<file path="config.mk">
export PLATFORM = sky130hd
export DESIGN_NAME = buzzer_pulse_group_sequencer
export DESIGN_NICKNAME = d
export VERILOG_FILES = /design/src/hdl/bpgs_pkg.sv /design/src/hdl/bpgs_cfg_regs.sv /design/src/hdl/bpgs_core.sv /design/src/hdl/buzzer_pulse_group_sequencer.sv
export SDC_FILE = /design/constraint.sdc
export NUM_CORES = 1
export LEC_CHECK = 0
export ABC_CLOCK_PERIOD_IN_PS = 3900
export BUFFER_PORTS_ARGS = -buffer_cell sky130_fd_sc_hd__buf_2
export CELL_PAD_IN_SITES_DETAIL_PLACEMENT = 0
export CELL_PAD_IN_SITES_GLOBAL_PLACEMENT = 1
export CORE_UTILIZATION = 48
export DETAILED_ROUTE_END_ITERATION = 10
export PLACE_DENSITY = 0.86
export RECOVER_POWER = 100
export SLEW_MARGIN = 20
export SYNTH_ARGS = -nofsm -noshare
export SYNTH_HDL_FRONTEND = slang
export SYNTH_SLANG_ARGS = --single-unit
</file>
<file path="constraint.sdc">
create_clock -name clk -period 3.9 [get_ports clk]
set_input_delay 0.195 -clock clk [delete_from_list [all_inputs] [get_ports clk]]
set_output_delay 0.195 -clock clk [all_outputs]
set_load 0.03 [all_outputs]
</file>
<file path="src/hdl/bpgs_pkg.sv">
// Shared types and constants for the buzzer pulse-group sequencer.
// Used by bpgs_cfg_regs, bpgs_core and the top level; no dependencies.

package bpgs_pkg;

    // Command codes carried by the opcode field
    typedef enum logic [1:0] {
        OP_POLL  = 2'd0,
        OP_START = 2'd1,
        OP_STOP  = 2'd2
    } op_t;

    // Configuration register indexes
    typedef enum logic [1:0] {
        CFG_PULSE_ON    = 2'd0,
        CFG_PULSE_GAP   = 2'd1,
        CFG_GROUP_PAUSE = 2'd2,
        CFG_PULSES      = 2'd3
    } cfg_idx_t;

    localparam int unsigned TIME_W  = 32;
    localparam int unsigned DUR_W   = 16;
    localparam int unsigned PULSE_W = 4;
    localparam int unsigned GROUP_W = 8;

    localparam logic [DUR_W-1:0]   PULSE_ON_RST    = 16'd100;
    localparam logic [DUR_W-1:0]   PULSE_GAP_RST   = 16'd100;
    localparam logic [DUR_W-1:0]   GROUP_PAUSE_RST = 16'd500;
    localparam logic [PULSE_W-1:0] PULSES_RST      = 4'd3;
    localparam logic [PULSE_W-1:0] PULSE_MAX       = 4'd15;

    // Timing settings as seen by the sequencer core
    typedef struct packed {
        logic [DUR_W-1:0]   pulse_on_time;
        logic [DUR_W-1:0]   pulse_gap_time;
        logic [DUR_W-1:0]   group_pause_time;
        logic [PULSE_W-1:0] pulses_per_group;
    } cfg_t;

    // One input item
    typedef struct packed {
        op_t                opcode;
        logic [TIME_W-1:0]  now_ms;
        logic [GROUP_W-1:0] group_count;
    } item_t;

    // One result item
    typedef struct packed {
        logic buzzer_on;
        logic output_changed;
        logic pattern_running;
    } result_t;

endpackage

</file>
<file path="src/hdl/bpgs_cfg_regs.sv">
// Configuration register file for the buzzer pulse-group sequencer.
// Depends on bpgs_pkg for the register indexes, reset values and cfg_t.

module bpgs_cfg_regs
    import bpgs_pkg::*;
(
    input  logic              clk,
    input  logic              rst_n,
    input  logic              wr_en,
    input  logic [1:0]        wr_index,
    input  logic [DUR_W-1:0]  wr_data,
    output cfg_t              cfg
);

    cfg_t cfg_reg;

    // Write the addressed register on each transfer
    always_ff @(posedge clk or negedge rst_n)
    begin
        if (!rst_n)
        begin
            cfg_reg.pulse_on_time    <= PULSE_ON_RST;
            cfg_reg.pulse_gap_time   <= PULSE_GAP_RST;
            cfg_reg.group_pause_time <= GROUP_PAUSE_RST;
            cfg_reg.pulses_per_group <= PULSES_RST;
        end
        else if (wr_en)
        begin
            unique case (cfg_idx_t'(wr_index))
                CFG_PULSE_ON:    cfg_reg.pulse_on_time    <= wr_data;
                CFG_PULSE_GAP:   cfg_reg.pulse_gap_time   <= wr_data;
                CFG_GROUP_PAUSE: cfg_reg.group_pause_time <= wr_data;
                CFG_PULSES:      cfg_reg.pulses_per_group <= wr_data[PULSE_W-1:0];
                default:         ;
            endcase
        end
    end

    assign cfg = cfg_reg;

endmodule

</file>
<file path="src/hdl/bpgs_core.sv">
// Sequencer state and its combinational next-state update for one command, registered on step.
// Depends on bpgs_pkg for op_t, cfg_t, item_t and result_t.

module bpgs_core
    import bpgs_pkg::*;
(
    input  logic    clk,
    input  logic    rst_n,
    input  logic    step,
    input  item_t   item,
    input  cfg_t    cfg,
    output result_t result
);

    logic               running_reg,  running_next;
    logic               drive_reg,    drive_next;
    logic [GROUP_W-1:0] groups_reg,   groups_next;
    logic [PULSE_W-1:0] pulse_reg,    pulse_next;
    logic [TIME_W-1:0]  change_reg,   change_next;

    logic [TIME_W-1:0]  diff;
    logic               due;
    logic [PULSE_W:0]   pulse_inc;
    logic               group_done;
    logic [TIME_W-1:0]  t_on, t_gap, t_pause;

    // Wrap-safe due check and candidate change times
    assign diff      = item.now_ms - change_reg;
    assign due       = running_reg && !diff[TIME_W-1];
    assign pulse_inc = {1'b0, pulse_reg} + {{PULSE_W{1'b0}}, 1'b1};
    assign group_done = (pulse_inc >= {1'b0, cfg.pulses_per_group});
    assign t_on    = item.now_ms + {{(TIME_W-DUR_W){1'b0}}, cfg.pulse_on_time};
    assign t_gap   = item.now_ms + {{(TIME_W-DUR_W){1'b0}}, cfg.pulse_gap_time};
    assign t_pause = item.now_ms + {{(TIME_W-DUR_W){1'b0}}, cfg.group_pause_time};

    // Next state for the current command
    always_comb
    begin
        running_next = running_reg;
        drive_next   = drive_reg;
        groups_next  = groups_reg;
        pulse_next   = pulse_reg;
        change_next  = change_reg;
        unique case (item.opcode)
            OP_POLL:
            begin
                if (due)
                begin
                    if (drive_reg)
                    begin
                        // End of a pulse: drop the output, count the pulse
                        drive_next = 1'b0;
                        pulse_next = pulse_inc[PULSE_W] ? PULSE_MAX : pulse_inc[PULSE_W-1:0];
                        if (group_done)
                        begin
                            if (groups_reg == {{(GROUP_W-1){1'b0}}, 1'b1})
                            begin
                                running_next = 1'b0;
                                groups_next  = '0;
                                pulse_next   = '0;
                                change_next  = '0;
                            end
                            else
                            begin
                                if (groups_reg > {{(GROUP_W-1){1'b0}}, 1'b1})
                                    groups_next = groups_reg - {{(GROUP_W-1){1'b0}}, 1'b1};
                                change_next = t_pause;
                            end
                        end
                        else
                        begin
                            change_next = t_gap;
                        end
                    end
                    else
                    begin
                        // Start of a pulse: wrap the counter after a group
                        if (pulse_reg >= cfg.pulses_per_group)
                            pulse_next = '0;
                        drive_next  = 1'b1;
                        change_next = t_on;
                    end
                end
            end
            OP_START:
            begin
                running_next = 1'b1;
                groups_next  = item.group_count;
                pulse_next   = '0;
                drive_next   = 1'b1;
                change_next  = t_on;
            end
            OP_STOP:
            begin
                running_next = 1'b0;
                groups_next  = '0;
                pulse_next   = '0;
                change_next  = '0;
                drive_next   = 1'b0;
            end
            default: ;
        endcase
    end

    // Result of the current command
    always_comb
    begin
        result.buzzer_on       = drive_next;
        result.output_changed  = drive_next != drive_reg;
        result.pattern_running = running_next;
    end

    // Advance state on each processed command
    always_ff @(posedge clk or negedge rst_n)
    begin
        if (!rst_n)
        begin
            running_reg <= 1'b0;
            drive_reg   <= 1'b0;
            groups_reg  <= '0;
            pulse_reg   <= '0;
            change_reg  <= '0;
        end
        else if (step)
        begin
            running_reg <= running_next;
            drive_reg   <= drive_next;
            groups_reg  <= groups_next;
            pulse_reg   <= pulse_next;
            change_reg  <= change_next;
        end
    end

endmodule

</file>
<file path="src/hdl/buzzer_pulse_group_sequencer.sv">
// Buzzer pulse-group sequencer, top level: input register, core, result register.
// Each input item passes the input register, is processed by bpgs_core and lands in the
// result register; a held result stalls the input register until out_ready takes it.
// Throughput: one item per cycle while out_ready stays high.
// Reset (rst_n, async, active low) empties both registers, stops any pattern and
// loads the timing defaults. Depends on bpgs_pkg, bpgs_cfg_regs and bpgs_core.

module buzzer_pulse_group_sequencer
    import bpgs_pkg::*;
(
    input  logic                clk,
    input  logic                rst_n,
    // configuration writes
    input  logic                cfg_valid,
    output logic                cfg_ready,
    input  logic [1:0]          cfg_index,
    input  logic [DUR_W-1:0]    cfg_data,
    // commands
    input  logic                in_valid,
    output logic                in_ready,
    input  logic [1:0]          opcode,
    input  logic [TIME_W-1:0]   now_ms,
    input  logic [GROUP_W-1:0]  group_count,
    // results
    output logic                out_valid,
    input  logic                out_ready,
    output logic                buzzer_on,
    output logic                output_changed,
    output logic                pattern_running
);

    cfg_t    cfg;
    item_t   item_reg;
    logic    item_valid_reg;
    result_t core_result;
    result_t result_reg;
    logic    result_valid_reg;
    logic    step;

    assign cfg_ready = 1'b1;

    bpgs_cfg_regs u_cfg
    (
        .clk      (clk),
        .rst_n    (rst_n),
        .wr_en    (cfg_valid && cfg_ready),
        .wr_index (cfg_index),
        .wr_data  (cfg_data),
        .cfg      (cfg)
    );

    // Process the held item when the result register is free or draining
    assign step     = item_valid_reg && (!result_valid_reg || out_ready);
    assign in_ready = !item_valid_reg || step;

    // Hold the input item valid flag
    always_ff @(posedge clk or negedge rst_n)
    begin
        if (!rst_n)
            item_valid_reg <= 1'b0;
        else if (in_ready)
            item_valid_reg <= in_valid;
    end

    // Capture the input item on transfer
    always_ff @(posedge clk)
    begin
        if (in_valid && in_ready)
        begin
            item_reg.opcode      <= op_t'(opcode);
            item_reg.now_ms      <= now_ms;
            item_reg.group_count <= group_count;
        end
    end

    bpgs_core u_core
    (
        .clk    (clk),
        .rst_n  (rst_n),
        .step   (step),
        .item   (item_reg),
        .cfg    (cfg),
        .result (core_result)
    );

    // Hold the result valid flag until the transfer
    always_ff @(posedge clk or negedge rst_n)
    begin
        if (!rst_n)
            result_valid_reg <= 1'b0;
        else if (step)
            result_valid_reg <= 1'b1;
        else if (out_ready)
            result_valid_reg <= 1'b0;
    end

    // Load the result payload
    always_ff @(posedge clk)
    begin
        if (step)
            result_reg <= core_result;
    end

    assign out_valid       = result_valid_reg;
    assign buzzer_on       = result_reg.buzzer_on;
    assign output_changed  = result_reg.output_changed;
    assign pattern_running = result_reg.pattern_running;

endmodule

</file>
# Yosys cells after proc, flatten, opt, wreduce, memory -nomap -nowiden
# Cells that the tools add are included.
# Widths: inputs -> output; s select.
[totals] inputBits=65 reg_bits=145 output_inout_bits=6 word_cells=87
[op_classes] add_sub_neg=6 n_reduce_logical=21 mux=28 eq_ne=12 magnitude_cmp=3
[ops] cell="$mux 32" n=4
[ops] cell="$add 32x16->32" n=3
[ops] cell="$pmux 32 s3" n=1
[ops] cell="$mux 8" n=5
[ops] cell="$sub 32x32->32" n=1
[ops] cell="$mux 4" n=6
[ops] cell="$pmux 8 s3" n=1
[ops] cell="$eq 8x1->1 const B" n=1
[ops] cell="$gt 8x1->1 const B" n=1
[ops] cell="$mux 1" n=8
[ops] cell="$pmux 4 s2" n=1
[ops] cell="$reduce_and 2->1" n=4
[ops] cell="$sub 8x1->8 const B" n=1
[ops] cell="$eq 2x2->1 const B" n=3
[ops] cell="$ne 2x1->1 const B" n=3
[ops] cell="$ne 3x1->1 const B" n=2
[ops] cell="$pmux 1 s3" n=2
[ops] cell="$reduce_and 6->1" n=1
[ops] cell="$add 4x1->5 const B" n=1
[ops] cell="$ge 5x4->1" n=1
[ops] cell="$eq 2x1->1 const B" n=2
[ops] cell="$ge 4x4->1" n=1
[ops] cell="$logic_not 2->1" n=2
[ops] cell="$reduce_and 4->1" n=1
[ops] cell="8 further kinds" n=14

# Logic depth before layout (Yosys ltp)
[logic_depth] word_depth=7 depth_mapped=13 ltp_nobuf=12

# Hierarchy
# Synthesis repeated with hierarchy kept, for this count alone.
[hier_totals] hier_cells=992 area_unflattened_um2=9786.9
[by_module_without_submodules] module="bpgs_core" seq_area_each_um2=1151.1 area_per_inst_um2=6337.3 instances=1 cells_per_inst=826
[by_module_without_submodules] module="bpgs_cfg_regs" seq_area_each_um2=1318.8 area_per_inst_um2=1983.2 instances=1 cells_per_inst=111
[by_module_without_submodules] module="buzzer_pulse_group_sequencer" seq_area_each_um2=1401.3 area_per_inst_um2=1466.4 instances=1 cells_per_inst=55

# Worst setup path after synthesis
# OpenSTA, ideal clock, no wires.
[synth_timing] kind="register to register" from="register u_core.pulse_reg[0]" to="register u_core.change_reg[28]" required_ns=3.818 synth_period_minus_slack_ns=2.810 setup_slack_ns=1.090 path_buffers=1 arrival_ns=2.729 path_stages_with_launch=13 setup_time_ns=0.082 cell_sequence="dfrtp_1 ha_1 xor2_1 ha_1 o21ai_0 a21oi_1 nor3_1 buf_4 nor2_1 nor2_1 a32oi_1 or4_1 a31oi_1"
[synth_between] elab_chain_len=6
[synth_lines] element="start, declared" line="bpgs_core.sv:18" text="logic [PULSE_W-1:0] pulse_reg, pulse_next;"
[synth_lines] element="start signal, assigned" line="bpgs_core.sv:129" text="pulse_reg <= pulse_next;"
[synth_lines] element="$add 4x1->5" line="bpgs_core.sv:30" text="assign pulse_inc = {1'b0, pulse_reg} + {{PULSE_W{1'b0}}, 1'b1};"
[synth_lines] element="$ge 5x4->1" line="bpgs_core.sv:31" text="assign group_done = (pulse_inc >= {1'b0, cfg.pulses_per_group});"
[synth_lines] element="$mux 32" line="bpgs_core.sv:54" text="if (group_done)"
[synth_lines] element="$mux 32" line="bpgs_core.sv:49" text="if (drive_reg)"
[synth_lines] element="$mux 32" line="bpgs_core.sv:47" text="if (due)"
[synth_lines] element="$pmux 32 s3" line="bpgs_core.sv:44" text="unique case (item.opcode)"
[synth_lines] element="end signal, assigned" line="bpgs_core.sv:130" text="change_reg <= change_next;"
[synth_lines] element="end, declared" line="bpgs_core.sv:19" text="logic [TIME_W-1:0] change_reg, change_next;"
# Every way passes these cells. The select of a mux whose other input is x is not followed.
# A chain may end at the register's enable or synchronous reset.

# Final worst setup path
[layout_timing] from="register item_reg[21] (netlist bit)" to="register u_core.change_reg[28]"
[layout_between] elab_chain_len=6 word_cells_on_any_way=13 cone_classes="add/sub: 4; eq/ne: 1; mux: 5; reduce/logical: 3"
[layout_lines] element="start, declared" line="buzzer_pulse_group_sequencer.sv:33" text="item_t item_reg;"
[layout_lines] element="$add 32x16->32" line="bpgs_core.sv:34" text="assign t_pause = item.now_ms + {{(TIME_W-DUR_W){1'b0}}, cfg.group_pause_time};"
[layout_lines] element="$mux 32" line="bpgs_core.sv:56" text="if (groups_reg == {{(GROUP_W-1){1'b0}}, 1'b1})"
[layout_lines] element="$mux 32" line="bpgs_core.sv:54"
[layout_lines] element="$mux 32" line="bpgs_core.sv:49"
[layout_lines] element="$mux 32" line="bpgs_core.sv:47"
[layout_lines] element="$pmux 32 s3" line="bpgs_core.sv:44"
# Several ways; a longest one is shown, not always the timed one. The select of a mux whose other input is x is not followed.

==> flow_metrics.py <==
metrics = {
    "synthesis": {
        "ys_async_sr_fraction_pct": 69.0,
        "synth_edf_count": 45,
        "synth_area_leaders": "dfrtp_1 (22%), edfxtp_1 (14%), ha_1 (12%)",
        "synth_nets": 1163,
        "synth_commonest_cells": "ha_1 (92), dfrtp_1 (86), a21oi_1 (83)",
        "netlist_instances": 1003,
        "synth_most_common_cell": "ha_1",
        "ys_seq_elements": 145,
        "yosysUniqueCellTypes": 87,
        "synth_top_flop_cell": "dfrtp_1",
        "syn_area_um2": 9920,
        "yosys.area.top_type": "dfrtp_1",
        "syn_area_per_cell_um2": 9.89,
        "synth_top_cell_area_share_pct": 21.7,
        "seq_area_frac_synth_pct": 39.0,
        "yosys_warnings": 0,
    },
    "drt": {
        "drt-total-wl_mm": 27.1,
        "drt_iter0_drc": 535,
        "dr_total_vias": 8327,
        "avgViaCountPerCell": 5.91,
        "detail-route-antenna-nets": 0,
        "wire_per_inst_um": 19.2,
        "firstDrtPassIters": 7,
        "drc": 0,
    },
    "placement": {
        "place_inst": 1333,
        "hpwlAfterDp_mm": 19.8,
        "place.gp.congestion": 0.923,
        "port_buffers": 69,
    },
    "setup_path": {
        "cp_cell_sequence": "ha_1 -> nand2_1 -> o21ai_0 -> o21ba_1 -> o31a_1 -> o21ai_0 -> a32oi_1 -> or4_1 -> a31oi_1",
        "start_kind": "register",
        "criticalPathCategory": "reg -> reg",
        "crit_path_frequent_cell": "o21ai_0",
        "endpoint_kind": "register",
        "worstPathRequired_ns": 4.25,
        "cpMaxStageDelayCell": "o21ai_0",
        "worstPathArrival_ns": 3.84,
        "path_max_fanout": 5,
        "slowest_delay_ns": 0.62,
    },
    "sta": {
        "period_share_pct": 89.4,
        "setup_tns_ns": 0,
        "post-route-min-period_ns": 3.49,
        "drv_slew": 87,
        "skew_ns": 0.00826,
        "max_freq_ghz": 0.287,
        "relSlewSlack_pct": -8.52,
        "hold_viol": 0,
        "finalSetupViolCount": 0,
        "worst_pin_slew_ns": 1.63,
        "rsz0062_at_grt": "no",
    },
    "cts": {
        "insertion_delay_ns": 0.43,
        "htreeDepth": 4,
        "cts_buffer_depth": 2,
        "cts_tree": "built",
        "cts_made_buffers": 17,
        "cts_sinks": 145,
        "cts_root_buf": "clkbuf_16",
        "post_cts_resized": 0,
        "cts.clk_slew.worst_paths_ns": 0.06,
    },
    "final_layout": {
        "n_antenna_cell": 0,
        "num-fill-cells": 1765,
        "drive_above_1_share_pct": 17.2,
        "final_net_count": 1286,
        "stdcell_count": 1409,
        "areaGrowthSynthToFinish_pct": 17.0,
        "largest_reg_flops": 52,
    },
    "global_routing": {
        "grt_pass1_wl_mm": 44.1,
        "grt_use_total_pct": 26.6,
        "grt_overflow": 0,
        "antenna_found_initial": 0,
        "grt_pass1_vias": 8222,
        "grt_max_degree": 65,
    },
    "floorplanning": {
        "die_area_um2": 21200,
        "num_rows": 52,
        "core-area_um2": 20200,
        "chipHeight_um": 146,
        "initial_core_util_pct": 49.0,
        "die_w_um": 146,
        "ios": 71,
    },
    "power_and_ir_drop": {
        "p_per_area_nw_per_um2": 574,
        "p_leak_nw": 4.96,
        "ir_drop_v": 0.000356,
    },
    "status": {
        "outcome": "finished, violations left",
        "violations": "max-capacitance violations, max-slew violations",
    },
    "hold_path": {
        "hold_path.class": "in -> reg",
    },
    "job": {
        "cap_violations": 2,
    },
}
metal layers:
layer  vias up  track usage [%]  share of wire [%]
li1       4030                -                  -
met1      3950             37.6                 47
met2       294             41.4                 45
met3        53             3.82                5.4
met4         0             10.2                2.6
met5         -                0                  0
per-stage QoR:
step	util, %	cell area [um2]	power [mW]	setup slack [ns]	hold WS (ns)
finish	57.4	11600	6.66	0.414	0.0192
floorplan	-	9920	4.17	1.09	-0.101
global route	57.4	11600	7.11	0.203	0.0219
CTS	57.6	11700	6.67	0.578	0.0134
global placement	52.6	10600	4.94	0.620	0.348
detailed placement	52.6	10600	4.97	0.577	0.355
kinds of logic (layout without fill, tap and decap cells):
logic type / count (synthesis) / in the layout / synth area share (%)
AO/OA/AOI/OAI: 324 / 324 / 22.1
AND/OR/NAND/NOR: 243 / 243 / 12.0
flip-flops: 145 / 145 / 39.0
adder cells (fa/ha/maj): 95 / 95 / 12.2
buffers and inverters: 86 / 222 / 3.52
multiplexers: 59 / 59 / 6.70
XOR/XNOR: 50 / 50 / 4.42
other: 1 / 1 / 0.0378
placed cells by master (no fill, tap or decap), types with 24 or more instances in the layout:
master         instances
ha_1                  92
dfrtp_1               86
a21oi_1               83
nand2_1               71
buf_2                 58
inv_1                 57
nor2_1                57
mux2_2                54
o21ai_0               51
edfxtp_1              45
dlygate4sd3_1         44
a21o_1                27
xnor2_1               26
xor2_1                24
layout make-up:
| cell class | instances | area (um2) | share of cell area [%] |
|---|---|---|---|
| multi-input cells | 772 | 5680 | 49.0 |
| clock inverters | 13 | 136 | 1.18 |
| clock buffers | 19 | 443 | 3.82 |
| flip-flops and latches | 145 | 3870 | 33.4 |
| inverters | 57 | 214 | 1.84 |
| repair buffers | 133 | 918 | 7.91 |
| well taps | 270 | 338 | 2.91 |
critical path, delay by kind of cell, from the launching register on:
family | cells | cell delay [ns]
DFF | 1 | 0.44
AOI/OAI and AO/OA | 6 | 1.97
and+or+nand+nor | 2 | 0.52
adders and majority gates | 1 | 0.50
timing repair:
item                                   in CTS  in global routing
endpoints found under the hold margin      92                  0
buffers inserted                            0                  0
hold buffers                               44                  0
worst paths after layout:
check	from	end	slack, ns	cells after the start
setup / recovery	item_reg[21]	u_core.change_reg[28]	0.41	9
min in group asynchronous	rst_n	u_cfg.cfg[29]	0.73	2
max in group asynchronous	rst_n	u_core.change_reg[1]	1.39	3
hold reg to reg	u_core.change_reg[8]	u_core.change_reg[8]	0.50	1
hold / removal	cfg_data[4]	u_cfg.cfg[24]	0.02	2
setup reg to reg	item_reg[21]	u_core.change_reg[28]	0.41	9
power breakdown:
part | total (mW) | internal [mW] | leakage (nW) | switching, mW
clock network | 1.63 | 0.958 | 0.277 | 0.677
logic | 2.83 | 1.18 | 3.07 | 1.65
registers | 2.20 | 1.93 | 1.61 | 0.264
(Power assumes the default switching activity.)
